### config.mk
export PLATFORM = sky130hd
export DESIGN_NAME = spectral_significant_bin_finder
export DESIGN_NICKNAME = d
export VERILOG_FILES = /design/src/design/ssbf_pkg.sv /design/src/design/ssbf_mul.sv /design/src/design/ssbf_ctrl.sv /design/src/design/spectral_significant_bin_finder.sv
export SDC_FILE = /design/constraint.sdc
export NUM_CORES = 2
export LEC_CHECK = 0
export ABC_AREA = 1
export BUFFER_PORTS_ARGS = -buffer_cell sky130_fd_sc_hd__clkbuf_2
export CORE_MARGIN = 3
export CORE_UTILIZATION = 50
export CTS_CLUSTER_DIAMETER = 80
export CTS_CLUSTER_SIZE = 12
export DETAILED_ROUTE_END_ITERATION = 10
export GPL_TIMING_DRIVEN = 0
export PLACE_DENSITY = 0.66
export SYNTH_ARGS = -nofsm -noshare
export SYNTH_HDL_FRONTEND = slang
export SYNTH_SLANG_ARGS = --single-unit
### constraint.sdc
create_clock -name clk -period 12.2 [get_ports clk]
set_input_delay 1.83 -clock clk [delete_from_list [all_inputs] [get_ports clk]]
set_output_delay 1.83 -clock clk [all_outputs]
set_load 0.005 [all_outputs]
### src/design/ssbf_pkg.sv
// Shared types and constants for the spectral significant bin finder.
// No dependencies; used by every module of the block.
package ssbf_pkg;

  localparam int DATA_W  = 24;            // bin component / multiplier operand width
  localparam int RATIO_W = 24;            // ratio register, unsigned Q16.8
  localparam int MAG_W   = 2 * DATA_W;    // squared magnitude / multiplier product
  localparam int ACC_W   = 2 * MAG_W;     // mag2 * ratio^2
  localparam int IDX_W   = 12;            // reported bin index width
  localparam int MAX_BINS_DEF = 4096;

  localparam logic [RATIO_W-1:0] RATIO_DEF = RATIO_W'(25600);  // 100.0

  // multiplier operand pairs
  typedef enum logic [2:0] {
    SEL_RR = 3'd0,   // ratio * ratio
    SEL_RE = 3'd1,   // |re| * |re|
    SEL_IM = 3'd2,   // |im| * |im|
    SEL_LL = 3'd3,   // mag lo * rr lo
    SEL_LH = 3'd4,   // mag lo * rr hi
    SEL_HL = 3'd5,   // mag hi * rr lo
    SEL_HH = 3'd6    // mag hi * rr hi
  } mul_sel_t;

  // alignment of a partial product into the accumulator
  typedef enum logic [1:0] {
    SH_0  = 2'd0,
    SH_24 = 2'd1,
    SH_48 = 2'd2
  } shift_sel_t;

  typedef struct packed {
    mul_sel_t   mul_sel;
    logic       rr_load;    // rr <= product
    logic       mag_load;   // mag <= product
    logic       mag_add;    // mag <= mag + product
    logic       peak_upd;   // running peak update from mag
    logic       acc_en;
    logic       acc_clr;    // start a fresh sum
    shift_sel_t acc_sh;
    logic       finish;     // significance test, counter step, result
  } ctrl_t;

endpackage

### src/design/ssbf_mul.sv
// Shared 24 x 24 unsigned multiplier with registered product.
// Depends on ssbf_pkg for operand widths.
module ssbf_mul (
  input  logic                        clk,
  input  logic [ssbf_pkg::DATA_W-1:0] op_a,
  input  logic [ssbf_pkg::DATA_W-1:0] op_b,
  output logic [ssbf_pkg::MAG_W-1:0]  prod
);

  logic [ssbf_pkg::MAG_W-1:0] prod_r;

  always_ff @(posedge clk) begin
    prod_r <= ssbf_pkg::MAG_W'(op_a) * ssbf_pkg::MAG_W'(op_b);
  end

  assign prod = prod_r;

endmodule

### src/design/ssbf_ctrl.sv
// Sequencer for one bin: schedules the shared multiplier, adders and the
// final significance test. Depends on ssbf_pkg (ctrl_t and select codes).
module ssbf_ctrl (
  input  logic                  clk,
  input  logic                  rst_n,
  input  logic                  start,      // word accepted this cycle
  input  logic                  out_block,  // result slot still occupied
  output logic                  idle,
  output ssbf_pkg::ctrl_t       ctrl
);

  typedef enum logic [10:0] {
    S_IDLE = 11'b000_0000_0001,
    S_RR   = 11'b000_0000_0010,
    S_RE   = 11'b000_0000_0100,
    S_IM   = 11'b000_0000_1000,
    S_MAG  = 11'b000_0001_0000,
    S_P0   = 11'b000_0010_0000,
    S_P1   = 11'b000_0100_0000,
    S_P2   = 11'b000_1000_0000,
    S_P3   = 11'b001_0000_0000,
    S_P4   = 11'b010_0000_0000,
    S_DONE = 11'b100_0000_0000
  } state_t;

  state_t state_r, state_nxt;

  always_ff @(posedge clk) begin
    if (!rst_n) begin
      state_r <= S_IDLE;
    end else begin
      state_r <= state_nxt;
    end
  end

  // product of the operands issued in one state shows up in the next one
  always_comb begin
    state_nxt = state_r;
    ctrl = '0;
    ctrl.mul_sel = ssbf_pkg::SEL_RR;
    ctrl.acc_sh  = ssbf_pkg::SH_0;
    case (state_r)
      S_IDLE: begin
        if (start) state_nxt = S_RR;
      end
      S_RR: begin
        ctrl.mul_sel = ssbf_pkg::SEL_RR;
        state_nxt = S_RE;
      end
      S_RE: begin
        ctrl.mul_sel = ssbf_pkg::SEL_RE;
        ctrl.rr_load = 1'b1;
        state_nxt = S_IM;
      end
      S_IM: begin
        ctrl.mul_sel  = ssbf_pkg::SEL_IM;
        ctrl.mag_load = 1'b1;
        state_nxt = S_MAG;
      end
      S_MAG: begin
        ctrl.mag_add = 1'b1;
        state_nxt = S_P0;
      end
      S_P0: begin
        ctrl.peak_upd = 1'b1;
        ctrl.mul_sel  = ssbf_pkg::SEL_LL;
        state_nxt = S_P1;
      end
      S_P1: begin
        ctrl.mul_sel = ssbf_pkg::SEL_LH;
        ctrl.acc_en  = 1'b1;
        ctrl.acc_clr = 1'b1;
        ctrl.acc_sh  = ssbf_pkg::SH_0;
        state_nxt = S_P2;
      end
      S_P2: begin
        ctrl.mul_sel = ssbf_pkg::SEL_HL;
        ctrl.acc_en  = 1'b1;
        ctrl.acc_sh  = ssbf_pkg::SH_24;
        state_nxt = S_P3;
      end
      S_P3: begin
        ctrl.mul_sel = ssbf_pkg::SEL_HH;
        ctrl.acc_en  = 1'b1;
        ctrl.acc_sh  = ssbf_pkg::SH_24;
        state_nxt = S_P4;
      end
      S_P4: begin
        ctrl.acc_en = 1'b1;
        ctrl.acc_sh = ssbf_pkg::SH_48;
        state_nxt = S_DONE;
      end
      S_DONE: begin
        if (!out_block) begin
          ctrl.finish = 1'b1;
          state_nxt = S_IDLE;
        end
      end
      default: begin
        state_nxt = S_IDLE;
      end
    endcase
  end

  assign idle = (state_r == S_IDLE);

endmodule

### src/design/spectral_significant_bin_finder.sv
// Top level of the spectral significant bin finder: datapath registers around
// the shared multiplier (ssbf_mul) and the sequencer (ssbf_ctrl); uses ssbf_pkg.
//
// One FFT bin (re, im) per input word. The block tracks the running peak of
// re^2 + im^2, the first bin reaching it, and the latest bin whose squared
// magnitude times ratio^2 exceeds the running peak (bin included) scaled by
// 2^16. On a word with last_bin set it emits both indices and starts a new
// frame. A new word is taken only once the previous bin is done, since all
// seven 24x24 products (ratio^2, re^2, im^2, four partials of the 48x48 test
// product) go one after another through the single multiplier.
// The final bin of a frame also waits while a previous result is still held
// by out_stall. The ratio port is always ready; a zero ratio means 100.0.
module spectral_significant_bin_finder #(
  parameter int MAX_BINS = ssbf_pkg::MAX_BINS_DEF
) (
  input  logic                                clk,
  input  logic                                rst_n,
  input  logic                                in_valid,
  output logic                                in_stall,
  input  logic signed [ssbf_pkg::DATA_W-1:0]  in_real_part,
  input  logic signed [ssbf_pkg::DATA_W-1:0]  in_imag_part,
  input  logic                                in_last_bin,
  output logic                                out_valid,
  input  logic                                out_stall,
  output logic [ssbf_pkg::IDX_W-1:0]          out_strongest_bin,
  output logic [ssbf_pkg::IDX_W-1:0]          out_significant_bin,
  input  logic                                cfg_valid,
  output logic                                cfg_ready,
  input  logic [ssbf_pkg::RATIO_W-1:0]        cfg_ratio
);

  localparam int CNT_W = (MAX_BINS > 1) ? $clog2(MAX_BINS) : 1;
  localparam int DW    = ssbf_pkg::DATA_W;
  localparam int MW    = ssbf_pkg::MAG_W;
  localparam int AW    = ssbf_pkg::ACC_W;
  localparam int IW    = ssbf_pkg::IDX_W;

  ssbf_pkg::ctrl_t ctrl;
  logic            idle;
  logic            accept;
  logic            out_block;

  logic [ssbf_pkg::RATIO_W-1:0] ratio_r;
  logic [ssbf_pkg::RATIO_W-1:0] ratio_eff;

  logic [DW-1:0] re_abs_r, im_abs_r;
  logic          last_r;
  logic [DW-1:0] re_abs, im_abs;

  logic [DW-1:0] op_a, op_b;
  logic [MW-1:0] prod;
  logic [MW-1:0] rr_r, mag_r;
  logic [AW-1:0] acc_r, acc_nxt, pp_aligned;

  logic [MW-1:0]    peak_r;
  logic [IW-1:0]    peak_idx_r, signif_idx_r;
  logic [CNT_W-1:0] cnt_r;
  logic [IW-1:0]    cnt_idx;
  logic             sig_hit;

  logic          out_valid_r;
  logic [IW-1:0] out_strong_r, out_signif_r;

  assign accept    = in_valid && idle;
  assign in_stall  = !idle;
  assign cfg_ready = 1'b1;
  assign out_block = last_r && out_valid_r && out_stall;

  // -- configuration
  always_ff @(posedge clk) begin
    if (!rst_n) begin
      ratio_r <= ssbf_pkg::RATIO_DEF;
    end else if (cfg_valid) begin
      ratio_r <= cfg_ratio;
    end
  end

  assign ratio_eff = (ratio_r == '0) ? ssbf_pkg::RATIO_DEF : ratio_r;

  // -- input capture; |-2^23| = 2^23 still fits unsigned 24 bits
  assign re_abs = in_real_part[DW-1] ? (~in_real_part + DW'(1)) : in_real_part;
  assign im_abs = in_imag_part[DW-1] ? (~in_imag_part + DW'(1)) : in_imag_part;

  always_ff @(posedge clk) begin
    if (accept) begin
      re_abs_r <= re_abs;
      im_abs_r <= im_abs;
      last_r   <= in_last_bin;
    end
  end

  // -- shared multiplier
  always_comb begin
    case (ctrl.mul_sel)
      ssbf_pkg::SEL_RR: begin op_a = ratio_eff;        op_b = ratio_eff;        end
      ssbf_pkg::SEL_RE: begin op_a = re_abs_r;         op_b = re_abs_r;         end
      ssbf_pkg::SEL_IM: begin op_a = im_abs_r;         op_b = im_abs_r;         end
      ssbf_pkg::SEL_LL: begin op_a = mag_r[DW-1:0];    op_b = rr_r[DW-1:0];     end
      ssbf_pkg::SEL_LH: begin op_a = mag_r[DW-1:0];    op_b = rr_r[MW-1:DW];    end
      ssbf_pkg::SEL_HL: begin op_a = mag_r[MW-1:DW];   op_b = rr_r[DW-1:0];     end
      ssbf_pkg::SEL_HH: begin op_a = mag_r[MW-1:DW];   op_b = rr_r[MW-1:DW];    end
      default:          begin op_a = '0;               op_b = '0;               end
    endcase
  end

  ssbf_mul u_mul (
    .clk  (clk),
    .op_a (op_a),
    .op_b (op_b),
    .prod (prod)
  );

  ssbf_ctrl u_ctrl (
    .clk       (clk),
    .rst_n     (rst_n),
    .start     (accept),
    .out_block (out_block),
    .idle      (idle),
    .ctrl      (ctrl)
  );

  // -- squared magnitude, ratio^2 and the 96-bit test product
  always_comb begin
    case (ctrl.acc_sh)
      ssbf_pkg::SH_0:  pp_aligned = {{(AW-MW){1'b0}}, prod};
      ssbf_pkg::SH_24: pp_aligned = {{(AW-MW-DW){1'b0}}, prod, {DW{1'b0}}};
      ssbf_pkg::SH_48: pp_aligned = {prod, {(AW-MW){1'b0}}};
      default:         pp_aligned = '0;
    endcase
    acc_nxt = (ctrl.acc_clr ? '0 : acc_r) + pp_aligned;
  end

  always_ff @(posedge clk) begin
    if (ctrl.rr_load) rr_r <= prod;
    if (ctrl.mag_load) begin
      mag_r <= prod;
    end else if (ctrl.mag_add) begin
      mag_r <= mag_r + prod;   // re^2 + im^2 < 2^48
    end
    if (ctrl.acc_en) acc_r <= acc_nxt;
  end

  // -- frame state
  generate
    if (CNT_W >= IW) begin : g_idx_trunc
      assign cnt_idx = cnt_r[IW-1:0];
    end else begin : g_idx_ext
      assign cnt_idx = {{(IW-CNT_W){1'b0}}, cnt_r};
    end
  endgenerate

  // mag2 * r^2 > peak << 16, peak already includes this bin
  assign sig_hit = acc_r > {{(AW-MW-16){1'b0}}, peak_r, 16'b0};

  always_ff @(posedge clk) begin
    if (!rst_n) begin
      peak_r       <= '0;
      peak_idx_r   <= '0;
      signif_idx_r <= '0;
      cnt_r        <= '0;
    end else if (ctrl.peak_upd) begin
      if (mag_r > peak_r) begin
        peak_r     <= mag_r;
        peak_idx_r <= cnt_idx;
      end
    end else if (ctrl.finish) begin
      if (last_r) begin
        peak_r       <= '0;
        peak_idx_r   <= '0;
        signif_idx_r <= '0;
        cnt_r        <= '0;
      end else begin
        if (sig_hit) signif_idx_r <= cnt_idx;
        if (cnt_r == CNT_W'(MAX_BINS - 1)) begin
          cnt_r <= '0;
        end else begin
          cnt_r <= cnt_r + CNT_W'(1);
        end
      end
    end
  end

  // -- result register
  always_ff @(posedge clk) begin
    if (!rst_n) begin
      out_valid_r <= 1'b0;
    end else if (ctrl.finish && last_r) begin
      out_valid_r <= 1'b1;
    end else if (!out_stall) begin
      out_valid_r <= 1'b0;
    end
  end

  always_ff @(posedge clk) begin
    if (ctrl.finish && last_r) begin
      out_strong_r <= peak_idx_r;
      out_signif_r <= sig_hit ? cnt_idx : signif_idx_r;
    end
  end

  assign out_valid           = out_valid_r;
  assign out_strongest_bin   = out_strong_r;
  assign out_significant_bin = out_signif_r;

endmodule

# Word-level counts from Yosys, hierarchy flattened
# Cells that the tools add are included.
# W data, S select, Z words.
dict set report totals {
  ff_bits 433
  input_bits 78
  output_inout_bits 27
}
dict set report classes {
  add_sub_neg 5
  mul 1
  order_cmp 2
  n_eq_ne 24
  muxes 36
  bitwise_logic 3
  reduce_logical 20
}
# operator n
set op_table {}
lappend op_table {{$mux W48} 6}
lappend op_table {{$pmux W96 S3} 1}
lappend op_table {{$pmux W24 S5} 2}
lappend op_table {{$pmux W11 S11} 1}
lappend op_table {{$add A96 B96 Y96} 1}
lappend op_table {{$gt A96 B64 Y1} 1}
lappend op_table {{$mux W12} 8}
lappend op_table {{$mux W96} 1}
lappend op_table {{$add A24 B2 Y24 const B} 2}
lappend op_table {{$add A48 B48 Y48} 1}
lappend op_table {{$gt A48 B48 Y1} 1}
lappend op_table {{$mul A24 B24 Y48} 1}
lappend op_table {{$not A24 Y24} 2}
lappend op_table {{$mux W23} 2}
lappend op_table {{$logic_not A24 Y1} 1}
lappend op_table {{$mux W24} 1}
lappend op_table {{$mux W11} 2}
lappend op_table {{$pmux W3 S6} 1}
lappend op_table {{$add A12 B1 Y12 const B} 1}
lappend op_table {{$eq A12 B12 Y1 const B} 1}
lappend op_table {{$eq A11 B1 Y1 const B} 1}
lappend op_table {{$eq A11 B10 Y1 const B} 1}
lappend op_table {{$eq A11 B11 Y1 const B} 1}
lappend op_table {{$eq A11 B2 Y1 const B} 1}
lappend op_table {{26 further kinds} 50}

# Logic depth before layout (Yosys ltp)
dict set report logic_depth {
  word_depth 6
  mapped_depth 40
  mapped_depth_nobuf 39
}

# By module
# Synthesis repeated with hierarchy kept, for this count alone.
dict set report unflattened {
  cells_unflattened 7513
  area_unflattened_um2 53062.1
}
# mod n_inst cells_per_inst area_each_um2 seq_area_each_um2
set by_module_without_submodules {}
lappend by_module_without_submodules {spectral_significant_bin_finder 1 4481 30754.5 10139.7}
lappend by_module_without_submodules {ssbf_mul 1 2923 21558.2 960.9}
lappend by_module_without_submodules {ssbf_ctrl 1 109 749.5 220.2}

# Worst setup path after synthesis
# Ideal clock, no wire load.
dict set report synth_path {
  path_kind {reg2reg}
  from {register u_ctrl.state_r[7]}
  to {register u_mul.prod_r, in the netlist u_mul.prod[37]}
  setup_ns 0.112
  arrival_ns 7.497
  t_required_ns 12.088
  slack_ns 4.590
  stages_incl_launch_ff 39
  n_path_buf 2
  period_less_slack_ns 7.610
  path_cell_list {dfxtp_1 > nor2_2 > nand2_2 > nor2_4 > nand2_1 > inv_2 > buf_2 > nand2_1 > o21ai_0 > a21oi_1 > nand3_1 > buf_2 > nand2_1 > fa_1 > inv_1 > fa_1 > inv_1 > fa_1 > [3 not listed] > fa_1 > inv_1 > fa_1 > inv_1 > fa_1 > inv_1 > ha_1 > nand2_1 > nor2_1 > inv_1 > nor2_1 > inv_1 > nor2_1 > a21oi_1 > o21ai_0 > nand2_1 > nand3_1 > nand2_1}
}
dict set report synth_between {
  elab_chain_cells 6
}
# element line_no
set synth_rtl {}
lappend synth_rtl {{start: declaration} ssbf_ctrl.sv:26} ;# state_t state_r, state_nxt;
lappend synth_rtl {{start signal: assignment} ssbf_ctrl.sv:32} ;# state_r <= state_nxt;
lappend synth_rtl {{$eq A11 B9 Y1 (tied with other cells)} ssbf_ctrl.sv:42} ;# case (state_r)
lappend synth_rtl {{$pmux W3 S6 *} ssbf_ctrl.sv:42}
lappend synth_rtl {{$eq A3 B3 Y1 / $eq A3 B2 Y1 (equally long branches)} spectral_significant_bin_finder.sv:94} ;# case (ctrl.mul_sel)
lappend synth_rtl {{$reduce_or A2 Y1 (no line)} -}
lappend synth_rtl {{$pmux W24 S5} spectral_significant_bin_finder.sv:94}
lappend synth_rtl {{$mul A24 B24 Y48 *} ssbf_mul.sv:13} ;# prod_r <= ssbf_pkg::MAG_W'(op_a) * ssbf_pkg::MAG_W'(op_b);
lappend synth_rtl {{end signal: assignment} ssbf_mul.sv:13}
lappend synth_rtl {{end: declaration} ssbf_mul.sv:10} ;# logic [ssbf_pkg::MAG_W-1:0] prod_r;
# Every way passes the cells marked *; elsewhere a longest branch is shown, timed or not.
# A chain may end at the register's enable or synchronous reset.

# Worst setup path after layout
dict set report layout_path {
  from {register u_ctrl.state_r[8]}
  to {register u_mul.prod_r, in the netlist u_mul.prod[37]}
}
# Same word-level chain as after synthesis.

==> flow_metrics.tcl <==
set metrics [dict create \
    finalCriticalPeriod_ns 10.08 \
    avgSynthCellArea_um2 7.31 \
    async_reset_ff_share_pct 0 \
    placement.io_buffers 103 \
    power_uw 10700 \
    critPathKind "flip-flop to flip-flop" \
    gr-total-overflow 0 \
    dp_slack_ns 2.27 \
    rsz0062_at_grt "no" \
    vias 48598 \
    synth-edff-count 265 \
    ff_latch_area_um2 11300 \
    timing.final.crit_share_pct 82.7 \
    first_global_vias 47402 \
    wl_per_cell_um 24.1 \
    dpl.hpwl_um 174000 \
    critPathBufInv 9 \
    grt_max_degree 62 \
    first_pass_iters 7 \
    gp_congestion 1.13 \
    finalSetupTns_ns 0 \
    hold_buffers 0 \
    start_kind "flip-flop" \
    netlist.area_leader.share_pct 18.9 \
    slew_viol_final 0 \
    crit_fanout 57 \
    drt_wl_total_um 207000 \
    cts_tree "built" \
    grt_pass1_wl_um 305000 \
    die_w_um 327 \
    clk_pin_slew_ns 0.06 \
    power.density_nw_per_um2 193 \
    dpl.cell_count 8492 \
    cp-end-kind "flip-flop" \
    area_growth_pct 7.41 \
    rows 116 \
    tightest_slew_ns 1.26 \
    clock_skew_ns 0.0539 \
    status "completed" \
    maxSlewHeadroom_pct 15.8 \
    synth_area_leaders "fa_1 19%, edfxtp_1 15%, nand2_1 11%" \
    nets 8162 \
    crit_arrival_ns 10.61 \
    vias_per_cell 5.66 \
    ys_types 57 \
    cap_violations 0 \
    multi_input_area_um2 33500 \
    final_common_cell "nand2_1" \
    ys_seq_area_share_pct 22.0 \
    vdd_ir_drop_max_mv 0.212 \
    drive_gt1_share_pct 5.07 \
    cts_resized 0 \
    finalNonFillerCells 8582 \
    yosysWarnings 0 \
    post_cts_buffers 0 \
    root_buffer "clkbuf_16" \
    cts_max_level 2 \
    cts_sinks 433 \
    worstSkewPairLatency_ns 0.65 \
    syn_nets 8005 \
    drtIter0Drc 5161 \
    most-common-layout-cells "1522 x nand2_1, 1494 x inv_1, 770 x nor2_1, 484 x fa_1, 456 x a21oi_1" \
    die_height_um 327 \
    finalHoldViolations 0 \
    timing.final.ws_setup_ns 2.12 \
    syn_inst 7028 \
    critical-path-max-stage-delay_ns 1.01 \
    cts.path.max_buffers 3 \
    postRouteAntennaNets 0 \
    ios 105 \
    drc_errors 0 \
    numCtsBuffers 48 \
    ys_seq_elements 433 \
    hold_class "flip-flop to flip-flop" \
    core-area_um2 101000 \
    start_util_pct 50.9 \
    cp_top_family "adder cells" \
    fmax_mhz 99.2 \
    leakage_uw 0.0268 \
    critPathMostFrequentCell "nand2_1" \
    setup_viol 0 \
    synth_ff_type "edfxtp_1" \
    yosys.area.top_type "fa_1" \
    netlist_area_um2 51400 \
    die-area_um2 107000 \
    nFillCells 10072 \
    track_usage_pct 38.6 \
    cp_data_required_time_ns 12.72 \
    cpMaxStageDelayCell "buf_2" \
    r2r_setup_slack_ns 2.12 \
    antenna_found_initial 9 \
]
-- Yosys cell counts, drive strengths merged (10+ instances only) --
cell type	instances
nand2	1531
inv	1522
nor2	782
fa	484
a21oi	466
ha	415
nand3	335
o21ai	293
edfxtp	265
dfxtp	168
buf	125
xor2	107
nor3	75
clkbuf	67
nand4	62
o22ai	54
xnor2	52
a21o	25
a31oi	25
a22o	24
and2	24
o21a	23
o21bai	20
nor4	17
nand3b	11
a21boi	10
-- final timing paths --
check                         start                   end  cells after the start
setup / recovery  u_ctrl.state_r[8]        u_mul.prod[37]                     33
hold / removal        peak_idx_r[1]  out_strongest_bin[1]                      0
setup reg to reg  u_ctrl.state_r[8]        u_mul.prod[37]                     33
hold reg to reg       peak_idx_r[1]  out_strongest_bin[1]                      0
-- layout make-up --
cell class / instances / share of cell area, %
well taps: 1357 / 3.08
diodes: 1 / 0.00453
plain buffers: 192 / 1.58
flip-flops and latches: 433 / 20.5
clock buffers: 77 / 2.45
repair buffers: 107 / 1.08
inverters: 1523 / 10.4
clock inverters: 12 / 0.258
multi-input cells: 4880 / 60.7
-- power by group --
group	switching (µW)	leakage (µW)	internal [µW]
Clock	688	0.000713	775
Combinational	4910	0.0224	2260
Sequential	229	0.00377	1810
-- state kept, by name (all words and copies together) (netlist names) --
signal,count
re_abs_r,24
mag_r,48
last_r,1
cnt_idx,12
rr_r,48
peak_idx_r,12
out_strongest_bin,12
out_valid,1
acc_r,96
ratio_r,24
u_ctrl.state_r,11
signif_idx_r,12
peak_r,48
u_mul.prod,48
im_abs_r,24
out_significant_bin,12
-- worst reg2reg max path: cells and delay by family (launching register included) --
kind / cells / cell delay [ns]
DFF: 1 / 0.34
and+or+nand+nor: 11 / 1.96
buffers and inverters: 9 / 2.50
adders and majority gates: 8 / 3.87
AOI/OAI and AO/OA: 5 / 1.32
-- routing by layer --
layer / up-vias / GRT usage (%) / routed length, µm
li1: 22269 / - / -
met1: 23238 / 49.5 / 80300
met2: 2473 / 60.1 / 91100
met3: 612 / 7.45 / 19800
met4: 6 / 24.3 / 15900
met5: - / 0 / 80
-- through the flow --
stage | cell area [µm²] | utilization [%] | hold WS [ns]
floorplan | 51400 | - | 0.409
global placement | 53600 | 53.0 | 0.425
detailed placement | 53700 | 53.1 | 0.422
CTS | 55200 | 54.6 | 0.436
global route | 55200 | 54.6 | 0.453
finish | 55200 | 54.6 | 0.438
-- cells by family after synthesis --
kind of cell	synth area share [%]
AO/OA/AOI/OAI	10.6
flip-flops	22.0
adder cells (fa/ha/maj)	29.0
other	0.00730
buffers and inverters	12.8
AND/OR/NAND/NOR	22.9
XOR/XNOR	2.71
Note: power is estimated with default switching activity, not from simulation.
